File: config.mk
export PLATFORM = sky130hd
export DESIGN_NAME = multilevel_feedback_scheduler
export DESIGN_NICKNAME = d
export VERILOG_FILES = /design/src/rtl/mfs_pkg.sv /design/src/rtl/mfs_cfg_regs.sv /design/src/rtl/mfs_level_queues.sv /design/src/rtl/mfs_time_store.sv /design/src/rtl/multilevel_feedback_scheduler.sv
export SDC_FILE = /design/constraint.sdc
export NUM_CORES = 1
export LEC_CHECK = 0
export ABC_AREA = 0
export BUFFER_PORTS_ARGS = -buffer_cell sky130_fd_sc_hd__buf_2
export CAP_MARGIN = 20
export CELL_PAD_IN_SITES_DETAIL_PLACEMENT = 1
export CELL_PAD_IN_SITES_GLOBAL_PLACEMENT = 1
export CORE_MARGIN = 8
export CORE_UTILIZATION = 46
export DETAILED_ROUTE_END_ITERATION = 8
export GPL_ROUTABILITY_DRIVEN = 0
export HOLD_SLACK_MARGIN = 0.02
export PLACE_DENSITY = 0.81
export SYNTH_ARGS = -nofsm -noshare
export SYNTH_HDL_FRONTEND = slang
export SYNTH_SLANG_ARGS = --single-unit
File: constraint.sdc
create_clock -name aclk -period 12.25 [get_ports aclk]
set_input_delay 0.6125 -clock aclk [delete_from_list [all_inputs] [get_ports aclk]]
set_output_delay 0.6125 -clock aclk [all_outputs]
set_load 0.01 [all_outputs]
File: src/rtl/mfs_pkg.sv
// Shared types, codes and constants of the multilevel feedback scheduler.
package mfs_pkg;

    localparam int LEVELS    = 3;
    localparam int MAX_TASKS = 16;
    localparam int TASK_W    = 4;
    localparam int TIME_W    = 16;
    localparam int LEVEL_W   = 2;
    localparam int STATUS_W  = 3;
    localparam int APB_AW    = 4;
    localparam int APB_DW    = 32;

    typedef logic [TASK_W-1:0]  task_id_t;
    typedef logic [TIME_W-1:0]  time_t;
    typedef logic [LEVEL_W-1:0] level_t;

    localparam level_t LVL_TOP    = 2'd0;
    localparam level_t LVL_MIDDLE = 2'd1;
    localparam level_t LVL_BOTTOM = 2'd2;

    localparam logic KIND_ADMIT    = 1'b0;
    localparam logic KIND_DISPATCH = 1'b1;

    typedef enum logic [STATUS_W-1:0] {
        ST_ADMITTED   = 3'd0,
        ST_DISPATCHED = 3'd1,
        ST_FULL       = 3'd2,
        ST_NO_TASK    = 3'd3,
        ST_BAD_LEVEL  = 3'd4
    } status_t;

    localparam logic [1:0] REG_QUANTUM_TOP    = 2'd0;
    localparam logic [1:0] REG_QUANTUM_MIDDLE = 2'd1;
    localparam logic [1:0] REG_QUANTUM_BOTTOM = 2'd2;

    localparam time_t QUANTUM_TOP_RESET    = 16'd4;
    localparam time_t QUANTUM_MIDDLE_RESET = 16'd8;
    localparam time_t QUANTUM_BOTTOM_RESET = 16'd16;

    typedef struct packed {
        logic     pop;
        level_t   pop_level;
        logic     push;
        level_t   push_level;
        task_id_t push_id;
    } queue_cmd_t;

    typedef struct packed {
        logic [LEVELS-1:0]    nonempty;
        logic [LEVELS-1:0]    full;
        task_id_t [LEVELS-1:0] head_id;
    } queue_stat_t;

    typedef struct packed {
        logic     wr_en;
        task_id_t wr_id;
        time_t    wr_time;
        task_id_t rd_id;
    } time_cmd_t;

endpackage

File: src/rtl/mfs_cfg_regs.sv
// APB register block holding the quantum of each scheduler level.
module mfs_cfg_regs (
    input  logic                              aclk,
    input  logic                              aresetn,
    input  logic                              psel,
    input  logic                              penable,
    input  logic                              pwrite,
    input  logic [mfs_pkg::APB_AW-1:0]        paddr,
    input  logic [mfs_pkg::APB_DW-1:0]        pwdata,
    output logic [mfs_pkg::APB_DW-1:0]        prdata,
    output logic                              pready,
    output mfs_pkg::time_t [mfs_pkg::LEVELS-1:0] quantum
);

    mfs_pkg::time_t quantum_reg [mfs_pkg::LEVELS];
    logic [1:0]     reg_index;
    logic           wr_strobe;

    assign reg_index = paddr[3:2];
    assign wr_strobe = psel && penable && pwrite;
    assign pready    = 1'b1;

    always_ff @(posedge aclk) begin
        if (!aresetn) begin
            quantum_reg[0] <= mfs_pkg::QUANTUM_TOP_RESET;
            quantum_reg[1] <= mfs_pkg::QUANTUM_MIDDLE_RESET;
            quantum_reg[2] <= mfs_pkg::QUANTUM_BOTTOM_RESET;
        end else if (wr_strobe) begin
            unique case (reg_index)
                mfs_pkg::REG_QUANTUM_TOP:    quantum_reg[0] <= pwdata[mfs_pkg::TIME_W-1:0];
                mfs_pkg::REG_QUANTUM_MIDDLE: quantum_reg[1] <= pwdata[mfs_pkg::TIME_W-1:0];
                mfs_pkg::REG_QUANTUM_BOTTOM: quantum_reg[2] <= pwdata[mfs_pkg::TIME_W-1:0];
                default: ;
            endcase
        end
    end

    always_comb begin
        unique case (reg_index)
            mfs_pkg::REG_QUANTUM_TOP:
                prdata = {{(mfs_pkg::APB_DW-mfs_pkg::TIME_W){1'b0}}, quantum_reg[0]};
            mfs_pkg::REG_QUANTUM_MIDDLE:
                prdata = {{(mfs_pkg::APB_DW-mfs_pkg::TIME_W){1'b0}}, quantum_reg[1]};
            mfs_pkg::REG_QUANTUM_BOTTOM:
                prdata = {{(mfs_pkg::APB_DW-mfs_pkg::TIME_W){1'b0}}, quantum_reg[2]};
            default:
                prdata = '0;
        endcase
    end

    assign quantum[0] = quantum_reg[0];
    assign quantum[1] = quantum_reg[1];
    assign quantum[2] = quantum_reg[2];

endmodule

File: src/rtl/mfs_level_queues.sv
// Three ring FIFOs of task ids, one per scheduler level.
module mfs_level_queues #(
    parameter int QUEUE_DEPTH = 16
) (
    input  logic                 aclk,
    input  logic                 aresetn,
    input  mfs_pkg::queue_cmd_t  cmd,
    output mfs_pkg::queue_stat_t stat
);

    localparam int PTR_W = (QUEUE_DEPTH > 1) ? $clog2(QUEUE_DEPTH) : 1;
    localparam int CNT_W = $clog2(QUEUE_DEPTH + 1);
    localparam logic [PTR_W-1:0] PTR_LAST = PTR_W'(QUEUE_DEPTH - 1);
    localparam logic [CNT_W-1:0] CNT_FULL = CNT_W'(QUEUE_DEPTH);

    mfs_pkg::task_id_t ring_reg [mfs_pkg::LEVELS][QUEUE_DEPTH];
    logic [PTR_W-1:0]  head_reg  [mfs_pkg::LEVELS];
    logic [PTR_W-1:0]  tail_reg  [mfs_pkg::LEVELS];
    logic [CNT_W-1:0]  count_reg [mfs_pkg::LEVELS];
    logic [PTR_W-1:0]  head_next [mfs_pkg::LEVELS];
    logic [PTR_W-1:0]  tail_next [mfs_pkg::LEVELS];
    logic [CNT_W-1:0]  count_next [mfs_pkg::LEVELS];
    logic [mfs_pkg::LEVELS-1:0] pop_hit;
    logic [mfs_pkg::LEVELS-1:0] push_hit;

    for (genvar l = 0; l < mfs_pkg::LEVELS; l++) begin : g_level
        assign pop_hit[l]  = cmd.pop  && (cmd.pop_level  == mfs_pkg::LEVEL_W'(l));
        assign push_hit[l] = cmd.push && (cmd.push_level == mfs_pkg::LEVEL_W'(l));

        always_comb begin
            head_next[l]  = head_reg[l];
            tail_next[l]  = tail_reg[l];
            count_next[l] = count_reg[l];
            if (pop_hit[l]) begin
                head_next[l] = (head_reg[l] == PTR_LAST) ? '0 : head_reg[l] + 1'b1;
            end
            if (push_hit[l]) begin
                tail_next[l] = (tail_reg[l] == PTR_LAST) ? '0 : tail_reg[l] + 1'b1;
            end
            if (push_hit[l] && !pop_hit[l]) begin
                count_next[l] = count_reg[l] + 1'b1;
            end else if (pop_hit[l] && !push_hit[l]) begin
                count_next[l] = count_reg[l] - 1'b1;
            end
        end

        always_ff @(posedge aclk) begin
            if (!aresetn) begin
                head_reg[l]  <= '0;
                tail_reg[l]  <= '0;
                count_reg[l] <= '0;
            end else begin
                head_reg[l]  <= head_next[l];
                tail_reg[l]  <= tail_next[l];
                count_reg[l] <= count_next[l];
            end
        end

        always_ff @(posedge aclk) begin
            if (push_hit[l]) begin
                ring_reg[l][tail_reg[l]] <= cmd.push_id;
            end
        end

        assign stat.nonempty[l] = (count_reg[l] != '0);
        assign stat.full[l]     = (count_reg[l] == CNT_FULL);
        assign stat.head_id[l]  = ring_reg[l][head_reg[l]];

`ifndef SYNTHESIS
        a_no_overflow: assert property (@(posedge aclk) disable iff (!aresetn)
            push_hit[l] && !pop_hit[l] |-> count_reg[l] != CNT_FULL)
            else $error("push into a full level");
        a_no_underflow: assert property (@(posedge aclk) disable iff (!aresetn)
            pop_hit[l] |-> count_reg[l] != '0)
            else $error("pop from an empty level");
`endif
    end

endmodule

File: src/rtl/mfs_time_store.sv
// Remaining run time of every task, written and read by task id.
module mfs_time_store (
    input  logic               aclk,
    input  mfs_pkg::time_cmd_t cmd,
    output mfs_pkg::time_t     rd_time
);

    mfs_pkg::time_t time_reg [mfs_pkg::MAX_TASKS];

    always_ff @(posedge aclk) begin
        if (cmd.wr_en) begin
            time_reg[cmd.wr_id] <= cmd.wr_time;
        end
    end

    assign rd_time = time_reg[cmd.rd_id];

endmodule

File: src/rtl/multilevel_feedback_scheduler.sv
// Top level of the three-level feedback scheduler with request and result channels.
//
//   Channel   Direction  Handshake           Payload
//   s_        in         s_valid / s_ready   kind, task_id, burst_time, start_level
//   m_        out        m_valid / m_ready   status, task, levels, times, flags
//   APB       in         psel / penable      quantum registers at 0x0, 0x4, 0x8
//
// Each request passes from acceptance into the input register, then through the pick, pop,
// subtract and push logic into the result register.
// A request is accepted in every cycle while results are taken.
// Reset is synchronous and active low; it empties all levels and restores the quanta.
// A stalled result holds the input register, which then holds s_ready low.
module multilevel_feedback_scheduler #(
    parameter int QUEUE_DEPTH = 16
) (
    input  logic                                aclk,
    input  logic                                aresetn,
    input  logic                                psel,
    input  logic                                penable,
    input  logic                                pwrite,
    input  logic [mfs_pkg::APB_AW-1:0]          paddr,
    input  logic [mfs_pkg::APB_DW-1:0]          pwdata,
    output logic [mfs_pkg::APB_DW-1:0]          prdata,
    output logic                                pready,
    input  logic                                s_valid,
    output logic                                s_ready,
    input  logic                                s_kind,
    input  logic [mfs_pkg::TASK_W-1:0]          s_task_id,
    input  logic [mfs_pkg::TIME_W-1:0]          s_burst_time,
    input  logic [mfs_pkg::LEVEL_W-1:0]         s_start_level,
    output logic                                m_valid,
    input  logic                                m_ready,
    output logic [mfs_pkg::STATUS_W-1:0]        m_status,
    output logic [mfs_pkg::TASK_W-1:0]          m_served_task,
    output logic [mfs_pkg::LEVEL_W-1:0]         m_served_level,
    output logic [mfs_pkg::TIME_W-1:0]          m_granted_time,
    output logic [mfs_pkg::TIME_W-1:0]          m_time_left,
    output logic                                m_finished,
    output logic [mfs_pkg::LEVEL_W-1:0]         m_next_level,
    output logic                                m_requeue_dropped
);

    mfs_pkg::time_t [mfs_pkg::LEVELS-1:0] quantum;
    mfs_pkg::queue_cmd_t  q_cmd;
    mfs_pkg::queue_stat_t q_stat;
    mfs_pkg::time_cmd_t   t_cmd;
    mfs_pkg::time_t       rd_time;

    logic              in_valid_reg;
    logic              in_kind_reg;
    mfs_pkg::task_id_t in_task_reg;
    mfs_pkg::time_t    in_burst_reg;
    mfs_pkg::level_t   in_level_reg;

    logic              out_valid_reg;
    mfs_pkg::status_t  status_reg, status_next;
    mfs_pkg::task_id_t task_reg, task_next;
    mfs_pkg::level_t   served_level_reg, served_level_next;
    mfs_pkg::time_t    granted_reg, granted_next;
    mfs_pkg::time_t    left_reg, left_next;
    logic              finished_reg, finished_next;
    mfs_pkg::level_t   next_level_reg, next_level_next;
    logic              dropped_reg, dropped_next;

    logic              advance;
    logic              in_take;
    logic [3:0]        full_by_level;
    mfs_pkg::level_t   pick_level;
    mfs_pkg::level_t   down_level;
    mfs_pkg::task_id_t pick_id;
    mfs_pkg::time_t    pick_quantum;
    logic              down_full;
    logic              fits;
    mfs_pkg::time_t    time_diff;

    mfs_cfg_regs u_cfg (
        .aclk    (aclk),
        .aresetn (aresetn),
        .psel    (psel),
        .penable (penable),
        .pwrite  (pwrite),
        .paddr   (paddr),
        .pwdata  (pwdata),
        .prdata  (prdata),
        .pready  (pready),
        .quantum (quantum)
    );

    mfs_level_queues #(
        .QUEUE_DEPTH (QUEUE_DEPTH)
    ) u_queues (
        .aclk    (aclk),
        .aresetn (aresetn),
        .cmd     (q_cmd),
        .stat    (q_stat)
    );

    mfs_time_store u_times (
        .aclk    (aclk),
        .cmd     (t_cmd),
        .rd_time (rd_time)
    );

    assign advance = in_valid_reg && (!out_valid_reg || m_ready);
    assign s_ready = !in_valid_reg || advance;
    assign in_take = s_valid && s_ready;

    always_ff @(posedge aclk) begin
        if (!aresetn) begin
            in_valid_reg <= 1'b0;
        end else if (in_take) begin
            in_valid_reg <= 1'b1;
        end else if (advance) begin
            in_valid_reg <= 1'b0;
        end
    end

    always_ff @(posedge aclk) begin
        if (in_take) begin
            in_kind_reg  <= s_kind;
            in_task_reg  <= s_task_id;
            in_burst_reg <= s_burst_time;
            in_level_reg <= s_start_level;
        end
    end

    // The highest non-empty level wins; the bottom level is the fallback pick.
    always_comb begin
        priority if (q_stat.nonempty[0]) begin
            pick_level   = mfs_pkg::LVL_TOP;
            down_level   = mfs_pkg::LVL_MIDDLE;
            pick_id      = q_stat.head_id[0];
            pick_quantum = quantum[0];
            down_full    = q_stat.full[1];
        end else if (q_stat.nonempty[1]) begin
            pick_level   = mfs_pkg::LVL_MIDDLE;
            down_level   = mfs_pkg::LVL_BOTTOM;
            pick_id      = q_stat.head_id[1];
            pick_quantum = quantum[1];
            down_full    = q_stat.full[2];
        end else begin
            pick_level   = mfs_pkg::LVL_BOTTOM;
            down_level   = mfs_pkg::LVL_BOTTOM;
            pick_id      = q_stat.head_id[2];
            pick_quantum = quantum[2];
            down_full    = 1'b0;
        end
    end

    assign full_by_level = {1'b1, q_stat.full};
    assign fits          = (rd_time <= pick_quantum);
    assign time_diff     = rd_time - pick_quantum;

    always_comb begin
        status_next       = mfs_pkg::ST_ADMITTED;
        task_next         = '0;
        served_level_next = '0;
        granted_next      = '0;
        left_next         = '0;
        finished_next     = 1'b0;
        next_level_next   = '0;
        dropped_next      = 1'b0;
        q_cmd             = '0;
        t_cmd             = '0;
        t_cmd.rd_id       = pick_id;

        if (in_kind_reg == mfs_pkg::KIND_ADMIT) begin
            task_next = in_task_reg;
            if (in_level_reg > mfs_pkg::LVL_BOTTOM) begin
                status_next = mfs_pkg::ST_BAD_LEVEL;
            end else begin
                served_level_next = in_level_reg;
                if (full_by_level[in_level_reg]) begin
                    status_next = mfs_pkg::ST_FULL;
                end else begin
                    status_next      = mfs_pkg::ST_ADMITTED;
                    q_cmd.push       = advance;
                    q_cmd.push_level = in_level_reg;
                    q_cmd.push_id    = in_task_reg;
                    t_cmd.wr_en      = advance;
                    t_cmd.wr_id      = in_task_reg;
                    t_cmd.wr_time    = in_burst_reg;
                end
            end
        end else if (q_stat.nonempty == '0) begin
            status_next = mfs_pkg::ST_NO_TASK;
        end else begin
            status_next       = mfs_pkg::ST_DISPATCHED;
            task_next         = pick_id;
            served_level_next = pick_level;
            granted_next      = pick_quantum;
            q_cmd.pop         = advance;
            q_cmd.pop_level   = pick_level;
            t_cmd.wr_en       = advance;
            t_cmd.wr_id       = pick_id;
            if (fits) begin
                finished_next = 1'b1;
                t_cmd.wr_time = '0;
            end else begin
                left_next       = time_diff;
                next_level_next = down_level;
                t_cmd.wr_time   = time_diff;
                if (down_full) begin
                    dropped_next = 1'b1;
                end else begin
                    q_cmd.push       = advance;
                    q_cmd.push_level = down_level;
                    q_cmd.push_id    = pick_id;
                end
            end
        end
    end

    always_ff @(posedge aclk) begin
        if (!aresetn) begin
            out_valid_reg <= 1'b0;
        end else if (advance) begin
            out_valid_reg <= 1'b1;
        end else if (m_ready) begin
            out_valid_reg <= 1'b0;
        end
    end

    always_ff @(posedge aclk) begin
        if (advance) begin
            status_reg       <= status_next;
            task_reg         <= task_next;
            served_level_reg <= served_level_next;
            granted_reg      <= granted_next;
            left_reg         <= left_next;
            finished_reg     <= finished_next;
            next_level_reg   <= next_level_next;
            dropped_reg      <= dropped_next;
        end
    end

    assign m_valid           = out_valid_reg;
    assign m_status          = status_reg;
    assign m_served_task     = task_reg;
    assign m_served_level    = served_level_reg;
    assign m_granted_time    = granted_reg;
    assign m_time_left       = left_reg;
    assign m_finished        = finished_reg;
    assign m_next_level      = next_level_reg;
    assign m_requeue_dropped = dropped_reg;

`ifndef SYNTHESIS
    a_finish_clears: assert property (@(posedge aclk) disable iff (!aresetn)
        out_valid_reg && finished_reg |-> left_reg == '0 && next_level_reg == '0)
        else $error("finished task reports leftover time or a requeue level");
    a_drop_only_dispatch: assert property (@(posedge aclk) disable iff (!aresetn)
        out_valid_reg && dropped_reg |->
            status_reg == mfs_pkg::ST_DISPATCHED && !finished_reg)
        else $error("requeue drop on a request that did not requeue");
    a_grant_only_dispatch: assert property (@(posedge aclk) disable iff (!aresetn)
        out_valid_reg && status_reg != mfs_pkg::ST_DISPATCHED |-> granted_reg == '0)
        else $error("time granted without a dispatch");
    a_no_bottom_drop: assert property (@(posedge aclk) disable iff (!aresetn)
        out_valid_reg && dropped_reg |-> served_level_reg != mfs_pkg::LVL_BOTTOM)
        else $error("bottom level dropped its own requeue");
`endif

endmodule
Word-level counts from Yosys, hierarchy flattened
Memory sizes are Yosys's and may differ from the RTL's.
Cells that the tools add are included.
- ROM bits: 0
- bits of input ports: 66
- memories kept: 6
- bits in registers: 70
- output and inout bits: 80
- memory bits (writable): 535
- latch bits: 0
- logic and storage cells: 233
- multiplexer cells: 112
- reduce and logical (&&, ||, !) cells: 42
- multipliers: 0
- bitwise gates (word level): 19
- order comparisons: 12
- eq/ne operators: 15
- div/mod/pow operators: 0
- shift-type cells: 0
- add/sub/neg operators: 13
- memory list (memory ; words ; bits a word ; rd ports ; clocked after Yosys merged registers in ; write ports ; RTL line ; text):
    u_times.time_reg ; 16 ; 16 ; 1 ; 0 ; 1 ; mfs_time_store.sv:8 ; mfs_pkg::time_t time_reg [mfs_pkg::MAX_TASKS];
    u_queues.ring_reg ; 3 ; 64 ; 3 ; 0 ; 1 ; mfs_level_queues.sv:16 ; mfs_pkg::task_id_t ring_reg [mfs_pkg::LEVELS][QUEUE_DEPTH];
    u_cfg.quantum_reg ; 3 ; 16 ; 3 ; 0 ; 3 ; mfs_cfg_regs.sv:15 ; mfs_pkg::time_t quantum_reg [mfs_pkg::LEVELS];
    u_queues.count_reg ; 3 ; 5 ; 3 ; 0 ; 3 ; mfs_level_queues.sv:19 ; logic [CNT_W-1:0] count_reg [mfs_pkg::LEVELS];
    u_queues.head_reg ; 3 ; 4 ; 3 ; 0 ; 3 ; mfs_level_queues.sv:17 ; logic [PTR_W-1:0] head_reg [mfs_pkg::LEVELS];
    u_queues.tail_reg ; 3 ; 4 ; 3 ; 0 ; 3 ; mfs_level_queues.sv:18 ; logic [PTR_W-1:0] tail_reg [mfs_pkg::LEVELS];
- operator list (operator ; count):
    64-bit 2-to-1 mux ; 7
    64-bit OR reduction ; 2
    4-bit 2-to-1 mux ; 31
    16-bit 2-to-1 mux ; 6
    21-bit 2-to-1 mux ; 4
    4-bit binary-select mux with 4-bit select ; 3
    4-bit demux with 4-bit select ; 3
    16-bit case mux with 3 select lines ; 1
    5-bit 2-to-1 mux ; 9
    7-bit 2-to-1 mux ; 5
    5-bit greater-or-equal comparator, second input constant ; 6
    4-bit NOT with 5-bit output ; 6
    1-bit 2-to-1 mux ; 28
    4-bit by 1-bit adder with 4-bit output, second input constant ; 6
    4-bit == test, second input constant ; 6
    2-bit 2-to-1 mux ; 10
    1-bit logical AND ; 19
    16-bit <= comparator ; 1
    16-bit subtractor ; 1
    5-bit by 1-bit adder with 5-bit output, second input constant ; 3
    5-bit == test, second input constant ; 3
    5-bit by 1-bit < comparator with 1-bit output, second input constant ; 3
    5-bit nonzero test ; 3
    5-bit by 1-bit subtractor with 5-bit output, second input constant ; 3
    16 further kinds ; 44

Longest topological paths before layout
An unclocked memory read counts as a cell.
- word-level depth: 19
- depth in mapped cells: 32
- depth with buffers taken out: 27

Modules after synthesis
A second synthesis with hierarchy kept.
- cell total of the unflattened synthesis: 1605
- area total of the unflattened synthesis: 25839.8 sq um
- by module, submodules not included (module ; area an instance (sq um) ; cells an instance ; times used ; sequential area each (sq um)):
    mfs_level_queues ; 9880.7 ; 647 ; 1 ; 6546.3
    mfs_time_store ; 9723.1 ; 416 ; 1 ; 7687.4
    multilevel_feedback_scheduler ; 4075.2 ; 390 ; 1 ; 2082.0
    mfs_cfg_regs ; 2160.8 ; 152 ; 1 ; 1441.4

Least setup slack after synthesis
No wires, ideal clock.
- kind: reg2reg
- start point: memory u_queues.head_reg[1][1] in the netlist's numbering
- end point: memory u_queues.count_reg[1][4] in the netlist's numbering
- arrival: 6.611 ns
- required time: 12.180 ns
- clock period less this slack: 6.682 ns
- path buffers: 5
- library setup time: 0.070 ns
- cell stages (with the launch flop): 30
- setup slack: 5.568 ns
- cell sequence: dfxtp_1 -> buf_4 -> mux4_2 -> mux4_2 -> o22a_1 -> o21ai_2 -> buf_6 -> buf_8 -> buf_2 -> a211oi_1 -> nor3_1 -> ha_1 -> inv_1 -> fa_1 -> a21o_1 -> a21oi_2 -> o21a_1 -> o21ai_2 -> a2111oi_4 -> o211ai_2 -> nor3_2 -> buf_2 -> ha_1 -> inv_1 -> fa_1 -> a21o_1 -> a21oi_1 -> xnor2_1 -> or3_1 -> a21oi_1
- RTL lines (item ; RTL line):
    start: declaration ; mfs_level_queues.sv:17
    end: declaration ; mfs_level_queues.sv:19

==> results.toml <==
[cts]
cts_hold_buf = 0
post_cts.repair.setup_buffers = 0
cts_root_buffer = "clkbuf_16"
htreeDepth = 2
cts_buffers = 60
tritoncts = "built"
clk_pin_slew_worst_paths_ps = 70
clock-sinks = 605
insertion_delay_ps = 640
cts_max_path_buffers = 3
cts_resized = 0

[logic_synthesis]
synth_top_area_cell = "edfxtp_1"
yosys.area_share.adder_pct = 2.34
ys_warn_count = 0
ys_seq_area_share_pct = 67.3
yosys-top-cells-area = "edfxtp_1 64%, mux2i_1 7.0%, mux4_2 4.2%"
syn_inst = 1733
syn_area_per_cell_um2 = 15.2
synth_area_um2 = 26400
ys_types = 82
yosys_most_used_dff = "edfxtp_1"
yosys.area_share.simple_pct = 7.34
synth_top_cell_area_share_pct = 64.2
async_flop_share_pct = 0
synth_compound_gate_area_share_pct = 6.75
synth_edf_count = 564
synth_seq_cells = 605
synth_top_family_by_area = "multiplexers"
yosys.area_share.xor_xnor_pct = 0.897
synth_mux_area_share_pct = 12.6

[routing]
antenna_left = 0
post_drt_via_cell_ratio = 5.88
drtIter0Drc = 1302
routedWlPerCell_um = 26.0
drc_errors = 0
vias = 15700
firstDrtPassIters = 5
wl_um = 69200

[worst_setup_path]
slowest_stage = "a2111oi_4"
crit_type = "reg2reg"
timing.rr.end = "u_queues.count_reg[1][4]"
rr_worst_depth = 27
required_ps = 12790
arrival_ps = 10220
critPathLaunchType = "register"
cp_slowest_stage_delay_ps = 910
cp_max_fo = 35
reg2reg_from = "u_queues.head_reg[2][0]"
ff2ff_setup_slack_ps = 2570
endpoint_kind = "register"

[sta]
relSlewSlack_pct = 29.1
slew_viol_final = 0
fin_tns_setup_ps = 0
setup_ws_ps = 2570
clock.fmax_ghz = 0.103
rsz0062_at_grt = "no"
hold_violations = 0
fin_crit_ps = 9680
fin_skew_ps = 37.5
worstMarginPinSlew_ps = 1060
finalCritPeriodShare_pct = 79.0
setup_viol = 0

[die]
die_h_um = 255
die_area_um2 = 65300
ios = 146
start_util_pct = 46.7
rows = 87
die_w_um = 255
core_um2 = 56500

[layout]
nets = 1970
antenna_cells = 0
largest_reg_flops = 256
drive_gt1_share_pct = 18.6
fin_area_um2 = 29600
syn_to_final_growth_pct = 12.1
n_fill_cell = 5422
final_cells = 2663

[place]
dp_hpwl_um = 45700
place_ws_ps = 2660
placed_cells = 2551
port_buffers = 110
postPlaceCellArea_um2 = 27700

[flow_run]
cap_violations = 0

[global_route]
grt_overflow = 0
grt_use_total_pct = 20.4
antenna_found_initial = 2
grt_pass1_wl_um = 103000
grt_max_degree = 78
grt_pass1_vias = 16700

[hold_path]
hold-path-cell-count = 1
hold_end = "in_burst_reg[1]"
hold_path.startpoint = "s_burst_time[1]"
hp-class = "in2reg"

[status]
outcome = "finished clean"
## logic make-up (layout without fill, tap and decap cells)
group	Yosys count	after routing
compound gates	259	259
buf+inv	137	296
flops	605	605
other cells	2	17
xor+xnor	27	27
fa+ha+maj	47	47
simple gates	389	389
mux	267	267
## area by class of cell
type	instances	area, µm²	share of cell area (%)
clock buffers	73	1550	5.24
inverters	34	128	0.432
repair buffers	150	863	2.92
multi-input cells	1006	8020	27.1
clock inverters	39	302	1.02
flip-flops and latches	605	17800	60.1
well taps	756	946	3.20
## routing by layer
layer	global-route usage [%]	vias to the layer above	part of all wire (%)
met3	3.24	106	6.4
li1	-	6886	-
met2	35.2	545	50
met4	5.56	0	2.4
met1	26.6	8131	41
met5	0	-	0
## cell usage after synthesis, types with 5 or more instances
library cell and count:
nor2_1 118, a22oi_1 16, nand2b_1 10, nand3_1 9, a21o_1 29, nand4_1 9
clkbuf_1 31, nor3_1 21, mux2i_1 184, buf_1 8, inv_1 31, o21ai_0 57
nor2b_1 20, nand2_1 95, o211ai_1 8, or3_1 10, buf_2 26, dfxtp_1 41
o21a_1 8, a211oi_1 8, and2_1 32, o221ai_1 14, and3_1 43, a21oi_1 57
buf_4 33, edfxtp_1 564, mux2_2 34, o22ai_1 5, mux4_2 49, xnor2_1 9
ha_1 43, xor2_1 18, o21ai_1 6
## through the flow
| stage | hold WS (ps) | utilization [%] |
|---|---|---|
| 2_1_floorplan | 424 | - |
| 3_3_place_gp | 485 | 49.1 |
| 3_5_place_dp | 518 | 49.1 |
| 4_1_cts | 112 | 52.3 |
| 5_1_grt | 130 | 52.3 |
| 6_report | 145 | 52.3 |
## how the worst max path moves through the flow
stage                            startpoint                        to  slack (ps)  cells after the start
floorplan           u_queues.head_reg[1][1]  u_queues.count_reg[1][4]        5570                     29
global placement    u_queues.head_reg[2][0]  u_queues.count_reg[1][4]        2970                     27
detailed placement  u_queues.head_reg[2][0]  u_queues.count_reg[1][4]        2660                     27
CTS                 u_queues.head_reg[2][0]  u_queues.count_reg[1][4]        2650                     27
global route        u_queues.head_reg[2][0]  u_queues.count_reg[1][4]        2150                     27
finish              u_queues.head_reg[2][0]  u_queues.count_reg[1][4]        2570                     27
## worst max-delay path: cells and delay by family, from the launching register on
family	cells	cell delay, ps
adder cells (fa/ha/maj)	4	1530
flip-flops	1	790
XOR/XNOR	1	100
AND/OR/NAND/NOR	4	1770
buffers and inverters	3	780
multiplexers	4	1430
AO/OA/AOI/OAI	11	3170
## cell usage in the layout, fill, tap and decap left out, drive strengths merged, types with 20 or more instances in the layout
master / netlist / routed
inv: 33 / 36
nor2: 119 / 119
mux4: 49 / 49
and2: 32 / 32
mux2i: 184 / 184
dfxtp: 41 / 41
mux2: 34 / 34
a21o: 29 / 29
and3: 43 / 43
clkinv: 1 / 31
a21oi: 59 / 59
o21ai: 65 / 65
nor2b: 20 / 20
ha: 43 / 43
nor3: 24 / 24
buf: 72 / 150
clkbuf: 31 / 73
edfxtp: 564 / 564
nand2: 95 / 95
Power is not shown: default switching activity piles up to over one toggle a cycle in this logic, so the estimate is an artifact.
